===== config.mk =====
export PLATFORM = sky130hd
export DESIGN_NAME = fsc_controller
export DESIGN_NICKNAME = d
export VERILOG_FILES = /design/src/fsc_pkg.sv /design/src/fsc_controller.sv
export SDC_FILE = /design/constraint.sdc
export NUM_CORES = 1
export LEC_CHECK = 0
export ABC_AREA = 1
export ABC_CLOCK_PERIOD_IN_PS = 1500
export BUFFER_PORTS_ARGS = -buffer_cell sky130_fd_sc_hd__buf_2
export CORE_AREA = 2 2 39 41
export DETAILED_ROUTE_END_ITERATION = 16
export DIE_AREA = 0 0 41 43
export GPL_ROUTABILITY_DRIVEN = 0
export PLACE_DENSITY = 0.59
export SLEW_MARGIN = 20
export SYNTH_ARGS = -nofsm -noshare
export SYNTH_HDL_FRONTEND = slang
export SYNTH_SLANG_ARGS = --single-unit

===== constraint.sdc =====
create_clock -name clock -period 1.5 [get_ports clock]
set_input_delay 0.075 -clock clock [delete_from_list [all_inputs] [get_ports clock]]
set_output_delay 0.075 -clock clock [all_outputs]
set_load 0.02 [all_outputs]

===== src/fsc_pkg.sv =====
// ----------------------------------------------------------------------------
// fsc_pkg
// Shared constants and control types for the smaller-count engine.
// ----------------------------------------------------------------------------
`default_nettype none

package fsc_pkg;

   localparam int DOMAIN_SIZE_DEF = 32768;
   localparam int COUNT_BITS_DEF  = 16;
   localparam int VALUE_W         = 15;
   localparam int OUT_W           = 16;
   localparam int EPOCH_BITS      = 4;

   typedef struct packed {
      logic accept;
      logic bump_epoch;
      logic wipe_init;
      logic wipe;
      logic query;
      logic begin_update;
      logic update;
      logic finish;
   } fsc_cmd_type;

   typedef struct packed {
      logic query_done;
      logic update_done;
      logic wipe_last;
      logic epoch_full;
      logic out_free;
   } fsc_status_type;

endpackage

`default_nettype wire


===== src/fsc_controller.sv =====
// ----------------------------------------------------------------------------
// fsc_controller
// Sequencer for clear sweep, prefix query walk, update walk and result load.
// ----------------------------------------------------------------------------
`default_nettype none

module fsc_controller (
   input  wire logic                    clock,
   input  wire logic                    reset,
   input  wire logic                    req_valid,
   input  wire logic                    req_restart,
   output logic                         req_ready,
   input  wire fsc_pkg::fsc_status_type status,
   output fsc_pkg::fsc_cmd_type         cmd
);

   import fsc_pkg::*;

   typedef enum logic [2:0] {
      S_WIPE,
      S_IDLE,
      S_WIPE_ITEM,
      S_QUERY,
      S_UPDATE,
      S_FINISH
   } state_type;

   state_type state_ff, state_in;
   logic      accept;

   assign req_ready = (state_ff == S_IDLE);
   assign accept    = req_valid && req_ready;

   always_comb begin
      state_in = state_ff;
      cmd      = '0;
      case (state_ff)
         S_WIPE: begin
            cmd.wipe = 1'b1;
            if (status.wipe_last) begin
               state_in = S_IDLE;
            end
         end
         S_IDLE: begin
            if (accept) begin
               cmd.accept = 1'b1;
               if (req_restart && status.epoch_full) begin
                  cmd.wipe_init = 1'b1;
                  state_in      = S_WIPE_ITEM;
               end else begin
                  cmd.bump_epoch = req_restart;
                  state_in       = S_QUERY;
               end
            end
         end
         S_WIPE_ITEM: begin
            cmd.wipe = 1'b1;
            if (status.wipe_last) begin
               state_in = S_QUERY;
            end
         end
         S_QUERY: begin
            cmd.query = 1'b1;
            if (status.query_done) begin
               cmd.begin_update = 1'b1;
               state_in         = S_UPDATE;
            end
         end
         S_UPDATE: begin
            cmd.update = 1'b1;
            if (status.update_done) begin
               state_in = S_FINISH;
            end
         end
         S_FINISH: begin
            if (status.out_free) begin
               cmd.finish = 1'b1;
               state_in   = S_IDLE;
            end
         end
         default: begin
            state_in = S_IDLE;
         end
      endcase
   end

   always_ff @(posedge clock) begin
      if (reset) begin
         state_ff <= S_WIPE;
      end else begin
         state_ff <= state_in;
      end
   end

   a_wrap_starts_sweep: assert property (@(posedge clock) disable iff (reset)
      (accept && req_restart && status.epoch_full) |=> (state_ff == S_WIPE_ITEM))
      else $error("epoch wrap did not start a clear sweep");

   a_no_accept_while_busy: assert property (@(posedge clock) disable iff (reset)
      (state_ff == S_QUERY || state_ff == S_UPDATE) |-> !cmd.accept)
      else $error("request taken during a tree walk");

endmodule

`default_nettype wire


# Yosys cells after proc, flatten, opt, wreduce, memory -nomap -nowiden
# Cells that the tools add are included.
[word_totals]
memories = 0
mem_bits_ro = 0
ff_bits = 3
inputBits = 9
wordCells = 35
mem_bits_rw = 0
latch_bits = 0
[op_classes]
muxes = 18
shift = 0
n_addsub = 0
n_mul = 0
reduce_logical = 5
n_lt_le_gt_ge = 0
n_eq_ne = 11
n_bitwise = 0
div_mod_pow = 0
[ops]
columns = ["cell", "n"]
rows = [
  ["$mux W3", 8],
  ["$pmux W3 S6", 1],
  ["$ne A2 B2 Y1 const B", 5],
  ["$mux W1", 8],
  ["$eq A3 B2 Y1 const B", 2],
  ["$eq A3 B3 Y1 const B", 2],
  ["$reduce_and A6 Y1", 1],
  ["$eq A3 B1 Y1 const B", 1],
  ["$logic_not A3 Y1", 1],
  ["$logic_and A1 B1 Y1", 2],
  ["$mux W2", 1],
  ["$ne A2 B1 Y1 const B", 1],
  ["$reduce_or A2 Y1", 1],
]

# Logic depth before layout (Yosys ltp)
# Gate-level depths: netlist of the first run.
[depth]
word_depth = 4
ltp_mapped = 9
ltp_nobuf = 8

# Worst setup path after synthesis of the first run
# Ideal clock, no wire load.
[synth_path]
kind = "reg2out"
start = "register state_ff[2]"
end = "output cmd[6] (netlist name)"
required_time_ps = 1425
path_stages_with_launch = 9
path_slack_ps = 83
arrival_time_ps = 1342
path_cell_list = "dfxtp_1 > buf_6 > inv_2 > nand3_2 > inv_1 > nand2_1 > inv_1 > nand2_1 > nor2_1"
[synth_lines]
columns = ["element", "line", "text"]
rows = [
  ["start, declared", "fsc_controller.sv:28", "state_type state_ff, state_in;"],
  ["start signal, assigned", "fsc_controller.sv:91", "state_ff <= state_in;"],
  ["end, declared", "fsc_controller.sv:14", "output fsc_pkg::fsc_cmd_type cmd"],
]

==> flow_summary.toml, run 1 <==
[layout]
syn_to_final_growth_pct = 34.6
finalNetCount = 88
fill_cells = 171
top_register = "state_ff"
seqCellArea_um2 = 63.8
design_area_um2 = 438
largest_register_ffs = 3
biggestRegsByFlops = "state_ff x3"
multi_input_area_um2 = 201
antenna_cells = 0
drive_above_1_share_pct = 39.7

[flow_run]
drv_cap = 0

[critical_path]
end_kind = "output port"
critical_path_class = "reg -> out"
rr_startpoint = "state_ff[2]"
crit_arrival_ns = 1.26
critical_path.cell_chain = "inv_2 > nand3_2 > inv_1 > nand2_1 > inv_1 > nand2_1 > nor2_1 > buf_2"
critical-path-slowest-cell = "dfxtp_2"
reg2reg_to = "state_ff[2]"
rrSetupSlack_ns = 0.37
critPathMaxFanout = 8
reg2regPathDepth = 7
cp-start-kind = "flip-flop"
crit_start = "state_ff[2]"
max_stage_delay_ns = 0.36
critPathRequiredTime_ns = 1.42

[routing]
drt_wl_total_um = 744
ant_nets = 0
drc = 0
via_per_inst = 4.22
wl_per_cell_um = 7.91
drt_first_pass_iters = 2
drt_iter0_markers = 3
vias = 397

[placement]
dp_slack_ns = 0.254
hpwlAfterDp_um = 618
port_buffers = 17
place_area_um2 = 408

[worst_hold_path]
hold_end = "state_ff[1]"
holdCritStartpoint = "reset"
hold_depth = 4
hp-class = "in -> reg"

[global_routing]
track_usage_pct = 10.3
grt_pass1_wl_um = 1170
grt_remaining_overflow = 0
antenna_found_initial = 0
grt_max_degree = 11
grt_pass1_vias = 339

[timing]
final-max-slew-violation-count = 0
min_period_ns = 1.34
final-setup-viol-count = 0
rsz0062_at_grt = "no"
fin_setup_tns_ns = 0
max_freq_mhz = 748
fin_ws_ns = 0.163
worstMarginPinSlew_ns = 0.281
fin_crit_sh_pct = 89.1
hold_viol_final = 0
fin_skew_ns = 0.000295
slew_headroom_pct = 81.1

[clock_tree]
clkTransAtPathRegs_ns = 0.04
cts_tree = "yes"
cts_buffers = 3
htree_levels = 1
cts_max_path_buffers = 2
root_buffer = "clkbuf_4"
clk_latency_ns = 0.23
clock_sinks = 3
hold_buffers = 0

[power]
vdd_drop_max_v = 0.000658
p_total_uw = 822
leakage_uw = 0.000268
power_density_nw_per_um2 = 1880

[synthesis]
syn_avg_cell_area_um2 = 5.51
seq_area_frac_synth_pct = 18.5
synth_nets = 68
synth_cell_types = 16
synth_seq_cells = 3
syn_area_um2 = 325
netlist_instances = 59
yosysWarnings = 0

[outcome]
outcome = "finished, final reports clean"

[die]
rows = 14
start_util_pct = 23.5
die_h_um = 43
ios = 18
die_w_um = 41
core_area_um2 = 1380
die_area_um2 = 1760
## logic make-up (layout without fill, tap and decap cells)
| family | after synthesis | in the layout | synth area share, % |
|---|---|---|---|
| AO/OA/AOI/OAI | 3 | 3 | 4.61 |
| buffers and inverters | 13 | 32 | 19.6 |
| flip-flops | 3 | 3 | 18.5 |
| AND/OR/NAND/NOR | 40 | 40 | 57.3 |
## metrics by stage
stage	instances	hold WS, ns	util, %
6_report	94	0.0918	31.6
2_1_floorplan	59	0.230	-
5_1_grt	94	0.120	31.6
4_1_cts	94	0.0957	31.4
3_5_place_dp	90	0.345	29.5
3_3_place_gp	90	0.336	29.5
## layer usage
layer	track usage, %	share of wire (%)	up-vias
met4	12.0	2.0	0
met3	1.57	9.4	2
li1	-	-	219
met1	10.3	42	163
met2	15.6	46	13
met5	0	0	-
## synthesized netlist by cell type
cell / count / area share, %
dfxtp_1: 3 / 18
buf_6: 2 / 6.9
nor2_2: 2 / 3.8
nor3_1: 2 / 3.1
o21ai_1: 1 / 1.5
nor2_4: 1 / 3.5
nand3_1: 6 / 9.2
nand3_2: 1 / 3.1
inv_2: 1 / 1.2
o21ai_0: 1 / 1.5
nand4_1: 1 / 1.9
nor2_1: 15 / 17
nand2_1: 10 / 12
a21oi_1: 1 / 1.5
inv_1: 10 / 12
nand2_2: 2 / 3.8
## cell type report
| cell class | instances | area share [%] |
|---|---|---|
| multi-input combinational | 43 | 46.0 |
| timing repair buffer | 17 | 19.4 |
| sequential | 3 | 14.6 |
| inverter | 11 | 9.43 |
| clock buffer | 4 | 6.00 |
| tap | 16 | 4.57 |
## placed cells by master, fill, tap and decap left out, drive strengths merged
master	netlist	final
nand4	1	1
nand2	12	12
nand3	7	7
clkbuf	0	4
dfxtp	3	3
o21ai	2	2
inv	11	11
nor3	2	2
nor2	18	18
buf	2	17
a21oi	1	1
## where the power goes
group	internal [uW]	total [uW]	leakage [uW]	switching, uW
Clock	99.7	142	0.0000150	42.6
Combinational	172	477	0.000227	306
Sequential	124	203	0.0000258	79.4
Total	395	822	0.000268	428
## repair_timing
item | in CTS | in global routing
endpoints found under the hold margin | 0 | 0
gates resized for setup | 0 | 4
setup endpoints to repair | 0 | 1
setup buffers | 0 | 0
## worst max path at each step
stage          cells past startpoint          end
3_3_place_gp                       7  state_ff[2]
6_report                           8       cmd[6]
4_1_cts                            7       cmd[6]
5_1_grt                            7       cmd[6]
3_5_place_dp                       7  state_ff[2]
2_1_floorplan                      8       cmd[6]
## critical path: cells and delay by family (launching register included)
family                 cells  cell delay, ns
buffers and inverters      4            0.40
DFF                        1            0.36
and+or+nand+nor            4            0.27
No activity file was read; power rests on OpenSTA's default activity.
==> inputs of run 2 (changes only) <==
--- a/config.mk
+++ b/config.mk
@@ -9,6 +9,7 @@
 export ABC_CLOCK_PERIOD_IN_PS = 1500
 export BUFFER_PORTS_ARGS = -buffer_cell sky130_fd_sc_hd__buf_2
 export CORE_AREA = 2 2 39 41
+export CTS_BUF_LIST = sky130_fd_sc_hd__clkbuf_8
 export DETAILED_ROUTE_END_ITERATION = 16
 export DIE_AREA = 0 0 41 43
 export GPL_ROUTABILITY_DRIVEN = 0
==> flow_summary.toml, run 2 (synthesis results as in run 1) <==
[outcome]
outcome = "finished, final reports clean"

[clock_tree]
cts_buffers = 3
clock_sinks = 3
root_buffer = "clkbuf_8"
clk_latency_ns = 0.21
cts_tree = "yes"
htree_levels = 1
clkTransAtPathRegs_ns = 0.03
cts_max_path_buffers = 2
postCtsSetupRepairBufs = 0

[layout]
stdcell_count = 94
layout_common_cells = "buf_2 (17), nor2_1 (15), inv_1 (10), nand2_1 (10), nand3_1 (6)"
biggestRegsByFlops = "state_ff x3"
final_core_util_pct = 32.9
design_area_um2 = 455
largest_register_ffs = 3
layout_commonest_cell = "buf_2"
syn_to_final_growth_pct = 40.0
drive_above_1_share_pct = 38.5
finalNetCount = 88
top_register = "state_ff"
antenna_cells = 0

[worst_hold_path]
hp-class = "in -> reg"

[timing]
holdWs_ns = 0.111
final-setup-viol-count = 0
fin_setup_tns_ns = 0
hold_viol_final = 0
slew_headroom_pct = 81.1
min_period_ns = 1.33
max_freq_mhz = 750
worstMarginPinSlew_ns = 0.281
fin_skew_ns = 0.00112
rsz0062_at_grt = "no"
final-max-slew-violation-count = 0
fin_crit_sh_pct = 88.9

[critical_path]
path_buf_inv = 4
critPathRequiredTime_ns = 1.42
max_stage_delay_ns = 0.35
reg2regPathDepth = 7
cp-endpoint = "cmd[6]"
critical-path-slowest-cell = "dfxtp_1"
critPathTopFamily = "buffers and inverters"
rr_startpoint = "state_ff[1]"
cp-start-kind = "flip-flop"
critPathMaxFanout = 6
critical_path_class = "reg -> out"
cp.depth = 8
crit_arrival_ns = 1.26
reg2reg_to = "state_ff[2]"
crit_start = "state_ff[1]"
end_kind = "output port"
rrSetupSlack_ns = 0.37
critical_path.cell_chain = "inv_2 > nand3_2 > inv_1 > nand2_1 > inv_1 > nand2_1 > nor2_1 > buf_2"

[die]
die_w_um = 41
start_util_pct = 23.5
core_area_um2 = 1380
rows = 14
die_h_um = 43
die_area_um2 = 1760
ios = 18

[routing]
drt_first_pass_iters = 4
via_per_inst = 4.21
vias = 396
drc = 0
ant_nets = 0
wl_per_cell_um = 7.96
drt_iter0_markers = 4
drt_wl_total_um = 748

[placement]
hpwlAfterDp_um = 618
port_buffers = 17
place_area_um2 = 408
place_inst = 90

[flow_run]
drv_cap = 0

[power]
leakage_uw = 0.000280
power_density_nw_per_um2 = 1990
vdd_drop_max_v = 0.000815

[global_routing]
track_usage_pct = 10.5
grt_remaining_overflow = 0
grt_max_degree = 11
grt_pass1_wl_um = 1190
grt_pass1_vias = 339
antenna_found_initial = 0
[run 2: worst min-delay path: stages]
cell	delay [ns]
buf_2	0.07
inv_1	0.04
nand2_1	0.06
nor2_1	0.03
[run 2: power breakdown]
group	switching [uW]	leakage (uW)	internal (uW)
clock	51.8	0.0000269	174
sequential	79.2	0.0000255	121
combinational	306	0.000227	171
[run 2: layout make-up]
type | count | area [um2]
clock inverters | 1 | 3.75
clock buffers | 3 | 41.3
flip-flops and latches | 3 | 62.6
multi-input cells | 43 | 201
repair buffers | 17 | 85.1
fillers | 168 | 928
inverters | 11 | 41.3
well taps | 16 | 20.0
[run 2: stage by stage]
step / worst slack (ns) / total power [uW]
5_1_grt: 0.0196 / 1000
3_5_place_dp: 0.254 / 676
3_3_place_gp: 0.240 / 676
2_1_floorplan: 0.0826 / 601
6_report: 0.167 / 904
4_1_cts: 0.0606 / 910
[run 2: worst min path at each step]
stage | depth (start not counted) | start | slack [ns] | endpoint
after global routing | 4 | reset | 0.14 | state_ff[2]
after global placement | 4 | reset | 0.34 | state_ff[1]
final | 4 | reset | 0.11 | state_ff[2]
after detailed placement | 4 | reset | 0.35 | state_ff[1]
after floorplan | 1 | status[1] | 0.23 | cmd[6]
after CTS | 4 | reset | 0.12 | state_ff[1]
[run 2: metal layers]
metal	part of all wire (%)	up-vias	track usage (%)	wire (um)
li1	-	218	-	-
met1	42	163	10.9	311
met2	47	13	15.6	353
met3	9.2	2	1.57	69
met4	2.0	0	12.0	15
met5	0	-	0	0
[run 2: what timing repair did]
action / 4_1_cts / 5_1_grt
gates resized for setup: 0 / 3
setup endpoints to repair: 0 / 1
hold buffers: 0 / 0
==> inputs of run 3 (changes only) <==
--- a/config.mk
+++ b/config.mk
@@ -14,6 +14,7 @@
 export DIE_AREA = 0 0 41 43
 export GPL_ROUTABILITY_DRIVEN = 0
 export PLACE_DENSITY = 0.59
+export SETUP_SLACK_MARGIN = 0.3
 export SLEW_MARGIN = 20
 export SYNTH_ARGS = -nofsm -noshare
 export SYNTH_HDL_FRONTEND = slang
==> flow_summary.toml, run 3 (synthesis results as in run 1) <==
[timing]
fin_ws_ns = 0.309
fin_setup_tns_ns = 0
final-setup-viol-count = 0
slew_headroom_pct = 84.9
min_period_ns = 1.19
fin_skew_ns = 0.00203
final-max-slew-violation-count = 0
rsz0062_at_grt = "yes"
fin_crit_sh_pct = 79.4
worstMarginPinSlew_ns = 0.225
max_freq_mhz = 840
hold_viol_final = 0

[power]
power_density_nw_per_um2 = 2000
vdd_drop_max_v = 0.000754
leakage_uw = 0.000322

[placement]
place_area_um2 = 423
port_buffers = 17
dp_slack_ns = 0.245

[critical_path]
end_kind = "output port"
cp-start-kind = "flip-flop"
critPathTopFamily = "flip-flops"
critical_path.cell_chain = "inv_4 > nand3_4 > inv_2 > nand2_2 > inv_2 > nand2_2 > nor2_4 > buf_6"
critPathMaxFanout = 4
crit_arrival_ns = 1.12
max_stage_delay_ns = 0.35
critical_path_class = "reg -> out"
reg2regPathDepth = 9
crit_start = "state_ff[2]"
critical-path-slowest-cell = "dfxtp_4"
rr_startpoint = "state_ff[0]"
critPathRequiredTime_ns = 1.42
path_buf_inv = 4
cp.depth = 8

[routing]
ant_nets = 0
drt_wl_total_um = 931
drt_first_pass_iters = 5
wl_per_cell_um = 9.40
drc = 0
via_per_inst = 4.35
drt_iter0_markers = 4
vias = 431

[outcome]
outcome = "finished, final reports clean"

[worst_hold_path]
hold_depth = 4
hp-class = "in -> reg"
holdCritStartpoint = "reset"

[layout]
syn_to_final_growth_pct = 78.8
largest_register_ffs = 3
fill_cells = 144
design_area_um2 = 582
layout_common_cells = "buf_2 (13), nor2_1 (12), inv_1 (8), nand2_1 (8), nand3_1 (6)"
top_register = "state_ff"
seqCellArea_um2 = 71.3
biggestRegsByFlops = "state_ff x3"
final_core_util_pct = 42.0
antenna_cells = 0
layout_commonest_cell = "buf_2"
drive_above_1_share_pct = 54.2
multi_input_area_um2 = 248
finalNetCount = 93

[global_routing]
grt_use_met2_pct = 16.3
antenna_found_initial = 0
grt_remaining_overflow = 0
grt-busiest-layer = "met2"
grt_util_met3_pct = 4.71
grt_max_degree = 10
gr-usage-met1_pct = 12.2
grt_pass1_vias = 336
grt_pass1_wl_um = 1260
track_usage_pct = 10.5

[die]
die_area_um2 = 1760
die_w_um = 41
die_h_um = 43
core_area_um2 = 1380
rows = 14
ios = 18
start_util_pct = 23.5

[clock_tree]
htree_levels = 1
clkTransAtPathRegs_ns = 0.03
cts_max_path_buffers = 2
root_buffer = "clkbuf_8"
clock_sinks = 3
cts_tree = "yes"
clk_latency_ns = 0.21
cts_buffers = 3
hold_buffers = 0

[flow_run]
drv_cap = 0
==> run 3: worst min-delay path, delay by kind of cell <==
family / cells / cell delay, ns
AND/OR/NAND/NOR: 2 / 0.09
buffers and inverters: 2 / 0.12
==> run 3: what timing repair did <==
action / in CTS / in global routing
pin swaps: 0 / 2
setup buffers: 5 / 0
endpoints found under the setup margin: 11 / 9
gates resized for setup: 15 / 10
==> run 3: power breakdown <==
part,internal [uW],switching [uW]
Combinational,309,445
Clock,174,52.4
Sequential,136,49.9
Total,619,548
==> run 3: metrics by stage <==
stage,total power (uW),cells,hold WS [ns]
2_1_floorplan,624,59,0.182
3_3_place_gp,698,90,0.339
3_5_place_dp,699,90,0.343
4_1_cts,1090,99,0.111
5_1_grt,1260,99,0.122
6_report,1170,99,0.113
==> run 3: area by class of cell <==
class                      count  area share (%)
multi-input combinational     43            42.6
clock inverter                 1           0.645
clock buffer                   3            7.10
tap                           16            3.44
sequential                     3            12.3
timing repair buffer          22            26.0
inverter                      11            7.96
==> run 3: final timing paths <==
check | to | slack [ns]
hold / removal | state_ff[2] | 0.11
setup reg to reg | state_ff[1] | 0.35
setup / recovery | cmd[6] | 0.31
hold reg to reg | state_ff[1] | 0.53
==> run 3: layer usage <==
metal	part of all wire [%]	up-vias
met3	7.4	0
met4	0	0
met5	0	-
li1	-	230
met2	51	25
met1	41	176
